===== config.mk =====
export PLATFORM = sky130hd
export DESIGN_NAME = alternating_bit_sender_unit
export DESIGN_NICKNAME = d
export VERILOG_FILES = /design/src/rtl/abs_pkg.sv /design/src/rtl/alternating_bit_sender_unit.sv /design/src/rtl/abs_csum.sv /design/src/rtl/abs_ctrl.sv
export SDC_FILE = /design/constraint.sdc
export NUM_CORES = 1
export LEC_CHECK = 0
export ABC_AREA = 1
export BUFFER_PORTS_ARGS = -buffer_cell sky130_fd_sc_hd__buf_2
export CELL_PAD_IN_SITES_DETAIL_PLACEMENT = 1
export CELL_PAD_IN_SITES_GLOBAL_PLACEMENT = 1
export CORE_MARGIN = 2
export CORE_UTILIZATION = 50
export CTS_CLUSTER_DIAMETER = 100
export DETAILED_ROUTE_END_ITERATION = 8
export PLACE_DENSITY_LB_ADDON = 0.1
export SLEW_MARGIN = 20
export SYNTH_ARGS = -nofsm -noshare
export SYNTH_HDL_FRONTEND = slang
export SYNTH_SLANG_ARGS = --single-unit

===== constraint.sdc =====
create_clock -name clock -period 27.9 [get_ports clock]
set_input_delay 4.185 -clock clock [delete_from_list [all_inputs] [get_ports clock]]
set_output_delay 4.185 -clock clock [all_outputs]
set_load 0.02 [all_outputs]

===== src/rtl/abs_pkg.sv =====
// shared types, codes and sizes for the alternating-bit sender
package abs_pkg;

   localparam int PAYLOAD_BYTES = 20;
   localparam int PAYLOAD_W     = PAYLOAD_BYTES * 8;
   // signed byte sum spans -128*n .. 127*n
   localparam int SUM_W         = $clog2(PAYLOAD_BYTES * 128) + 1;
   localparam int WORD_W        = 32;
   localparam int LOW_W         = 64;
   localparam int MID_W         = 64;
   localparam int HIGH_W        = 32;
   localparam int REQ_DATA_W    = 256;
   localparam int RSP_DATA_W    = 200;

   typedef enum logic [1:0] {
      MODE_MSG   = 2'd0,
      MODE_ACK   = 2'd1,
      MODE_TIMER = 2'd2
   } mode_type;

   typedef enum logic [1:0] {
      ACT_NONE = 2'd0,
      ACT_SEND = 2'd1,
      ACT_STOP = 2'd2
   } action_type;

   typedef enum logic [2:0] {
      DROP_NONE            = 3'd0,
      DROP_BUSY            = 3'd1,
      DROP_NOT_WAITING     = 3'd2,
      DROP_CORRUPTED       = 3'd3,
      DROP_WRONG_ACK       = 3'd4,
      DROP_NOTHING_PENDING = 3'd5
   } drop_type;

   // ack number carried by every data packet
   localparam logic signed [1:0] DATA_ACK = -2'sd1;

   typedef struct packed {
      mode_type                 mode;
      logic [PAYLOAD_W-1:0]     payload;
      logic [WORD_W-1:0]        seq;
      logic [WORD_W-1:0]        ack;
      logic [WORD_W-1:0]        checksum;
   } req_type;

   typedef struct packed {
      action_type               action;
      drop_type                 drop_reason;
      logic                     out_seq;
      logic signed [1:0]        out_ack;
      logic [WORD_W-1:0]        out_checksum;
      logic [PAYLOAD_W-1:0]     payload;
      logic                     busy;
   } rsp_type;

endpackage


===== src/rtl/alternating_bit_sender_unit.sv =====
// top level of the alternating-bit sender: request register, decision, response register
//
// Sender half of the alternating-bit protocol. Each request on the req_ channel is one
// event, selected by req_tuser: a message from the upper layer, an arriving ack packet,
// or a timer expiry. Every request yields exactly one response on the rsp_ channel;
// rsp_tuser carries the action (nothing, send packet and start timer, or stop timer),
// and rsp_tdata carries the drop reason, the packet sent and the busy flag.
// A request is held in the request register and decided, and its response is registered
// in the response register once that register can advance; rsp_tvalid then rises.
// One request per cycle while the receiver does not stall; the checksum adder tree and the protocol
// state update both sit between the request register and the response register.
// Reset clears both valid flags and the protocol state (idle, sequence bit zero); the
// held packet carries no reset and is only read once a message has been stored.
// When the receiver stalls, the response register holds and the request register
// still takes one more request; req_tready then drops until the response is taken.
module alternating_bit_sender_unit (
   input  logic                               clock,
   input  logic                               reset,
   input  logic                               req_tvalid,
   output logic                               req_tready,
   // mode
   input  logic [1:0]                         req_tuser,
   // payload_low, payload_mid, payload_high, in_seq, in_ack, in_checksum
   input  logic [abs_pkg::REQ_DATA_W-1:0]     req_tdata,
   output logic                               rsp_tvalid,
   input  logic                               rsp_tready,
   // action
   output logic [1:0]                         rsp_tuser,
   // drop_reason, out_seq, out_ack, out_checksum, out_payload_low, out_payload_mid,
   // out_payload_high, busy_res, one zero pad bit
   output logic [abs_pkg::RSP_DATA_W-1:0]     rsp_tdata
);
   import abs_pkg::*;

   logic                 in_valid_ff, in_valid_in;
   req_type              req_ff;
   logic                 rsp_valid_ff, rsp_valid_in;
   rsp_type              rsp_ff;
   logic                 advance;
   logic                 fire;
   logic                 take;
   req_type              req_unpacked;
   rsp_type              result;
   logic signed [SUM_W-1:0] byte_sum;

   assign advance    = !rsp_valid_ff || rsp_tready;
   assign fire       = in_valid_ff && advance;
   assign req_tready = !in_valid_ff || advance;
   assign take       = req_tvalid && req_tready;

   assign req_unpacked.mode     = mode_type'(req_tuser);
   assign req_unpacked.payload  = req_tdata[PAYLOAD_W-1:0];
   assign req_unpacked.seq      = req_tdata[PAYLOAD_W +: WORD_W];
   assign req_unpacked.ack      = req_tdata[PAYLOAD_W+WORD_W +: WORD_W];
   assign req_unpacked.checksum = req_tdata[PAYLOAD_W+2*WORD_W +: WORD_W];

   assign in_valid_in  = take || (in_valid_ff && !advance);
   assign rsp_valid_in = fire || (rsp_valid_ff && !rsp_tready);

   always_ff @(posedge clock) begin
      if (reset) begin
         in_valid_ff  <= 1'b0;
         rsp_valid_ff <= 1'b0;
      end else begin
         in_valid_ff  <= in_valid_in;
         rsp_valid_ff <= rsp_valid_in;
      end
   end

   always_ff @(posedge clock) begin
      if (take) begin
         req_ff <= req_unpacked;
      end
      if (fire) begin
         rsp_ff <= result;
      end
   end

   abs_csum u_csum (
      .payload  (req_ff.payload),
      .byte_sum (byte_sum)
   );

   abs_ctrl u_ctrl (
      .clock    (clock),
      .reset    (reset),
      .fire     (fire),
      .req      (req_ff),
      .byte_sum (byte_sum),
      .result   (result)
   );

   assign rsp_tvalid = rsp_valid_ff;
   assign rsp_tuser  = rsp_ff.action;
   assign rsp_tdata  = {1'b0, rsp_ff.busy, rsp_ff.payload, rsp_ff.out_checksum,
                        rsp_ff.out_ack, rsp_ff.out_seq, rsp_ff.drop_reason};

endmodule


===== src/rtl/abs_csum.sv =====
// sum of the payload bytes, each taken as a signed byte
module abs_csum (
   input  logic [abs_pkg::PAYLOAD_W-1:0]    payload,
   output logic signed [abs_pkg::SUM_W-1:0] byte_sum
);
   import abs_pkg::*;

   always_comb begin
      logic signed [SUM_W-1:0] acc;
      acc = '0;
      for (int k = 0; k < PAYLOAD_BYTES; k++) begin
         acc = acc + SUM_W'(signed'(payload[8*k +: 8]));
      end
      byte_sum = acc;
   end

endmodule


===== src/rtl/abs_ctrl.sv =====
// protocol state, held packet and per-request decision
module abs_ctrl (
   input  logic                             clock,
   input  logic                             reset,
   input  logic                             fire,
   input  abs_pkg::req_type                 req,
   input  logic signed [abs_pkg::SUM_W-1:0] byte_sum,
   output abs_pkg::rsp_type                 result
);
   import abs_pkg::*;

   logic                 waiting_ff, waiting_in;
   logic                 next_bit_ff, next_bit_in;
   logic                 expected_ff, expected_in;
   logic [PAYLOAD_W-1:0] held_payload_ff, held_payload_in;
   logic [WORD_W-1:0]    held_chk_ff, held_chk_in;

   logic [WORD_W-1:0]    sum_ext;
   logic [WORD_W-1:0]    chk_ack;
   logic [WORD_W-1:0]    chk_send;

   assign sum_ext  = {{(WORD_W-SUM_W){byte_sum[SUM_W-1]}}, byte_sum};
   assign chk_ack  = req.seq + req.ack + sum_ext;
   // seq bit plus ack of minus one
   assign chk_send = {{(WORD_W-1){1'b0}}, next_bit_ff} + {WORD_W{1'b1}} + sum_ext;

   always_comb begin
      waiting_in      = waiting_ff;
      next_bit_in     = next_bit_ff;
      expected_in     = expected_ff;
      held_payload_in = held_payload_ff;
      held_chk_in     = held_chk_ff;
      result          = '0;
      result.action      = ACT_NONE;
      result.drop_reason = DROP_NONE;

      case (req.mode)
         MODE_MSG: begin
            if (waiting_ff) begin
               result.drop_reason = DROP_BUSY;
            end else begin
               held_payload_in     = req.payload;
               expected_in         = next_bit_ff;
               held_chk_in         = chk_send;
               waiting_in          = 1'b1;
               next_bit_in         = ~next_bit_ff;
               result.action       = ACT_SEND;
               result.out_seq      = next_bit_ff;
               result.out_ack      = DATA_ACK;
               result.out_checksum = chk_send;
               result.payload      = req.payload;
            end
         end
         MODE_ACK: begin
            if (!waiting_ff) begin
               result.drop_reason = DROP_NOT_WAITING;
            end else if (chk_ack != req.checksum) begin
               result.drop_reason = DROP_CORRUPTED;
            end else if (req.ack != {{(WORD_W-1){1'b0}}, expected_ff}) begin
               result.drop_reason = DROP_WRONG_ACK;
            end else begin
               waiting_in    = 1'b0;
               result.action = ACT_STOP;
            end
         end
         MODE_TIMER: begin
            if (waiting_ff) begin
               result.action       = ACT_SEND;
               result.out_seq      = expected_ff;
               result.out_ack      = DATA_ACK;
               result.out_checksum = held_chk_ff;
               result.payload      = held_payload_ff;
            end else begin
               result.drop_reason = DROP_NOTHING_PENDING;
            end
         end
         default: begin
            result.action = ACT_NONE;
         end
      endcase

      result.busy = waiting_in;
   end

   always_ff @(posedge clock) begin
      if (reset) begin
         waiting_ff  <= 1'b0;
         next_bit_ff <= 1'b0;
         expected_ff <= 1'b0;
      end else if (fire) begin
         waiting_ff  <= waiting_in;
         next_bit_ff <= next_bit_in;
         expected_ff <= expected_in;
      end
   end

   always_ff @(posedge clock) begin
      if (fire) begin
         held_payload_ff <= held_payload_in;
         held_chk_ff     <= held_chk_in;
      end
   end

   a_send_sets_waiting: assert property (@(posedge clock) disable iff (reset)
      fire && result.action == ACT_SEND |=> waiting_ff)
      else $error("send did not leave sender waiting");

   a_stop_clears_waiting: assert property (@(posedge clock) disable iff (reset)
      fire && result.action == ACT_STOP |=> !waiting_ff)
      else $error("accepted ack did not free sender");

   a_drop_keeps_state: assert property (@(posedge clock) disable iff (reset)
      fire && result.drop_reason != DROP_NONE |=>
         $stable(waiting_ff) && $stable(next_bit_ff) && $stable(expected_ff))
      else $error("dropped request changed protocol state");

   a_new_msg_flips_bit: assert property (@(posedge clock) disable iff (reset)
      fire && req.mode == MODE_MSG && !waiting_ff |=>
         next_bit_ff != $past(next_bit_ff) && expected_ff == $past(next_bit_ff))
      else $error("sequence bit not advanced on new message");

endmodule


; ---- Word level (Yosys, flattened, before mapping)
; Cells that the tools add are included.
[totals]
input_bits = 262
regBits = 656
[op_classes]
n_addsub = 23
n_mux = 19
n_bitwise = 2
n_reduce_logical = 14
n_eq_ne = 4
[ops]
columns = cell, count
row1 = 195-bit two-way mux, 2
row2 = 195-bit case mux with 2 select lines, 1
row3 = 13-bit by 8-bit adder with 13-bit output, 17
row4 = 32-bit adder, 3
row5 = 32-bit by 1-bit != test with 1-bit output, 1
row6 = 32-bit != test, 1
row7 = 3-bit two-way mux, 4
row8 = 9-bit by 8-bit adder with 10-bit output, 1
row9 = 8-bit by 8-bit adder with 9-bit output, 1
row10 = 3-bit case mux with 3 select lines, 1
row11 = 1-bit two-way mux, 6
row12 = 2-bit two-way mux, 3
row13 = 2-bit case mux with 3 select lines, 1
row14 = 1-bit logical AND, 4
row15 = 1-bit zero test, 4
row16 = 1-bit logical OR, 4
row17 = 2-bit by 1-bit adder with 3-bit output (second input constant), 1
row18 = 3-bit AND reduction, 1
row19 = 2-bit by 1-bit equality test with 1-bit output (second input constant), 1
row20 = 2-bit equality test (second input constant), 1
row21 = 2-bit zero test, 1
row22 = 1-bit NOT, 2
row23 = 1-bit case mux with 2 select lines, 1

; ---- Longest topological paths before layout
[depth]
depth_word = 24
ltp_mapped = 47
depth_no_buf = 47

; ---- By module
; A second synthesis with hierarchy kept.
[hier_totals]
hier_cells = 2590
area_unflattened_um2 = 31071.0
[by_module_without_submodules]
columns = mod, seq_area_each_um2, area_each_um2, cells_per_inst, n_inst
row1 = alternating_bit_sender_unit, 13823.3, 13885.8, 473, 1
row2 = abs_ctrl, 5285.1, 12278.0, 1565, 1
row3 = abs_csum, 0.0, 4907.2, 552, 1

; ---- Worst setup path before layout
; OpenSTA, ideal clock, no wires.
[synth_timing]
kind = in2reg
startpoint = input port rsp_tready
endpoint = register u_ctrl.held_chk_ff[0], enable pin
arrival_ns = 12.402
path_buffers = 0
cell_stages = 4
path_slack_ns = 14.748
setup_ns = 0.750
t_required_ns = 27.150
cell_sequence = inv_1 nand2_1 nand2_1 nor2_1
[synth_via]
elab_chain_len = 3
[synth_lines]
columns = item, line
row1 = "start, declared", alternating_bit_sender_unit.sv:26  ; input logic rsp_tready,
row2 = 1-bit logical OR, alternating_bit_sender_unit.sv:46  ; assign advance = !rsp_valid_ff || rsp_tready;
row3 = 1-bit logical AND, alternating_bit_sender_unit.sv:47  ; assign fire = in_valid_ff && advance;
row4 = 3-bit AND reduction (no line), n/a
row5 = "end signal, assigned", abs_ctrl.sv:100  ; held_chk_ff <= held_chk_in;
row6 = "end, declared", abs_ctrl.sv:16  ; logic [WORD_W-1:0] held_chk_ff, held_chk_in;
; No other way between the ends.
; A chain may end at the register's enable or synchronous reset.

==> results.py <==
metrics = {
    "run_status": {
        "status": "completed",
    },
    "critical_path": {
        "critical-path-max-stage-delay_ps": 800,
        "crit-reg2reg-launch": "req_ff[113]",
        "worstSetupEndpoint": "rsp_tdata[2]",
        "r2r_setup_slk_ps": 17510,
        "worst_setup_path_start_kind": "register",
        "worst_path_most_repeated_cell": "nand2_1",
        "critical_path_required_time_ps": 28350,
        "setup.worst_path.end_class": "register",
        "worst_r2r_path_depth": 42,
        "path_max_fanout": 18,
        "timing.setup.critical_path_class": "register to register",
        "cp.arrival_ps": 10840,
        "crit-reg2reg-capture": "rsp_tdata[2]",
        "timing.critical_path.slowest_stage_cell": "inv_1",
        "crit_start": "req_ff[113]",
    },
    "placement": {
        "io_buffers": 464,
        "place.detailed.hpwl_microns": 62400,
        "globalplace.congestion": 0.856,
    },
    "detailed_routing": {
        "drc_errors": 0,
        "routedWlPerCell_microns": 25.4,
        "num_vias": 19200,
        "drtIter0Drc": 1254,
        "totalWireLength_microns": 87400,
        "dr.pass1.iters": 5,
        "route.antenna.remaining_nets": 0,
        "post_drt_via_cell_ratio": 5.57,
    },
    "logic_synthesis": {
        "synth.cell_area_sq_mm": 0.0306,
        "synth.area.top_cells": "edfxtp_1 64%, fa_1 12%, a32o_1 4.9%",
        "synth_cells": 2122,
        "yosys_most_used_dff": "edfxtp_1",
        "synth_common_cells": "649 x edfxtp_1, 317 x inv_1, 258 x nand2_1",
        "synth_largest_area_cell": "edfxtp_1",
        "syn-num-nets": 2641,
        "syn-mean-instance-area_sq_um": 14.4,
        "post-synth-top-area-fraction_pct": 63.6,
        "synthDistinctLibCells": 42,
        "post-synth-top-count-cell": "edfxtp_1",
        "postSynthRegisterBits": 654,
        "synth.yosys.warnings": 0,
        "synth_async_sr_flop_share_pct": 0,
        "synth-edff-count": 649,
        "synth-seq-area-share_pct": 63.9,
    },
    "sta": {
        "clock_skew_ps": 24.9,
        "max-slew-margin-rel_pct": 13.8,
        "hold_viol_final": 0,
        "period_needed_ps": 10390,
        "worstMarginPinSlew_ps": 1290,
        "report.final.slew_viol_count": 0,
        "whs_ps": 449,
        "final_period_utilization_pct": 37.3,
        "setup_tns_ps": 0,
        "final-setup-viol-count": 0,
        "rsz_0062_raised_after_global_routing": "no",
        "timing.fmax_mhz": 96.2,
    },
    "clock_tree": {
        "cts_hold_buffers": 0,
        "post_cts_buffers": 0,
        "cts_tree": "done",
        "cts.clk_slew.worst_paths_ps": 60,
        "cts_root_buffer": "clkbuf_16",
        "cts_max_path_buffers": 3,
        "h-tree-depth": 3,
        "clock_latency_ps": 630,
        "cts.sinks": 654,
        "ctsResizeCount": 0,
        "cts-buffers-inserted": 70,
    },
    "floorplan": {
        "io_pins": 466,
        "fp.dieArea_sq_mm": 0.0633,
        "initial_utilization_pct": 50.7,
        "die_y_microns": 252,
        "core_sq_mm": 0.0605,
        "die_width_microns": 252,
        "placementRows": 90,
    },
    "flow_run": {
        "maxCapViolCount": 0,
    },
    "hold_path": {
        "hp-class": "register to register",
    },
    "global_route": {
        "grt_pass1_wl_microns": 130000,
        "number_of_global_route_vias_before_repair": 20700,
        "grt_antenna_before_repair": 7,
        "largest_net_degree_at_the_start_of_global_routing": 200,
        "overflow": 0,
        "gr-usage-all-layers_pct": 27.9,
    },
    "cells_and_area": {
        "areaGrowthSynthToFinish_pct": 17.6,
        "nNetsFinal": 3119,
        "final_layout_size_suffix_gt1_share_pct": 23.6,
        "fillCellCount": 5869,
    },
}
## per-stage QoR
| stage | setup slack, ps | utilization [%] | area [sq um] | instances |
|---|---|---|---|---|
| after global placement | 17610 | 55.9 | 33800 | 3309 |
| after floorplan | 14750 | - | 30600 | 2122 |
| final | 17510 | 59.5 | 36000 | 3437 |
| after global routing | 16610 | 59.5 | 36000 | 3436 |
| after detailed placement | 17400 | 55.9 | 33800 | 3309 |
| after CTS | 17370 | 59.5 | 36000 | 3433 |
## kinds of logic after synthesis
logic type	count (synthesis)	synth area share, %
flip-flops	654	63.9
AND/OR/NAND/NOR	481	7.02
buffers and inverters	387	4.80
AO/OA/AOI/OAI	277	7.25
adder cells (fa/ha/maj)	257	15.1
XOR/XNOR	65	1.86
other	1	0.0122
## cell type report
class	count	area, sq um	area share, %
antenna	3	7.51	0.0208
clock buffer	86	1810	5.03
clock inverter	38	360	1.00
inverter	320	1220	3.39
multi-input combinational	1081	9590	26.6
sequential	654	19600	54.4
tap	782	978	2.72
timing repair buffer	473	2450	6.81
## flip-flops by register name, summed over array words and instances, names as in the netlist
signal,count
u_ctrl.waiting_ff,1
in_valid_ff,1
u_ctrl.held_chk_ff,32
u_ctrl.next_bit_ff,1
rsp_tvalid,1
u_ctrl.held_payload_ff,160
rsp_tdata,197
rsp_tuser,2
req_ff,258
u_ctrl.expected_ff,1
## cells in the final DEF, fill, tap and decap left out, types with 25 or more instances in the layout
| cell type | count |
|---|---|
| buf_2 | 464 |
| xnor2_1 | 25 |
| a21oi_1 | 50 |
| ha_1 | 69 |
| fa_1 | 188 |
| edfxtp_1 | 649 |
| inv_1 | 315 |
| nand2_1 | 258 |
| nand3_1 | 90 |
| a32o_1 | 150 |
| nor2_1 | 55 |
| o21ai_0 | 52 |
| xor2_1 | 40 |
| clkbuf_16 | 70 |
## worst min path at each step
stage	startpoint	end	slack (ps)	cells after the start
after floorplan	req_ff[240]	u_ctrl.held_payload_ff[144]	430	0
after global placement	req_ff[105]	u_ctrl.held_payload_ff[9]	430	0
after detailed placement	req_ff[250]	u_ctrl.held_payload_ff[154]	440	0
after CTS	req_ff[250]	u_ctrl.held_payload_ff[154]	450	0
after global routing	req_ff[255]	u_ctrl.held_payload_ff[159]	460	0
final	req_ff[249]	u_ctrl.held_payload_ff[153]	450	0
## critical path: cells and delay by family, from the launching register on
family | cells | cell delay [ps]
fa+ha+maj | 11 | 4940
simple gates | 17 | 2100
compound gates | 7 | 1560
buf+inv | 7 | 1190
flops | 1 | 410
## metal layers
layer	global-route usage (%)	wire length (microns)	vias up
li1	-	-	8489
met1	36.7	35400	9888
met2	49.0	45600	653
met3	3.80	4530	114
met4	7.45	1880	6
met5	0	38	-
Power is left out: the tool's default activity adds up to more than one toggle a clock period on the data nets, which glitch-free logic cannot reach.
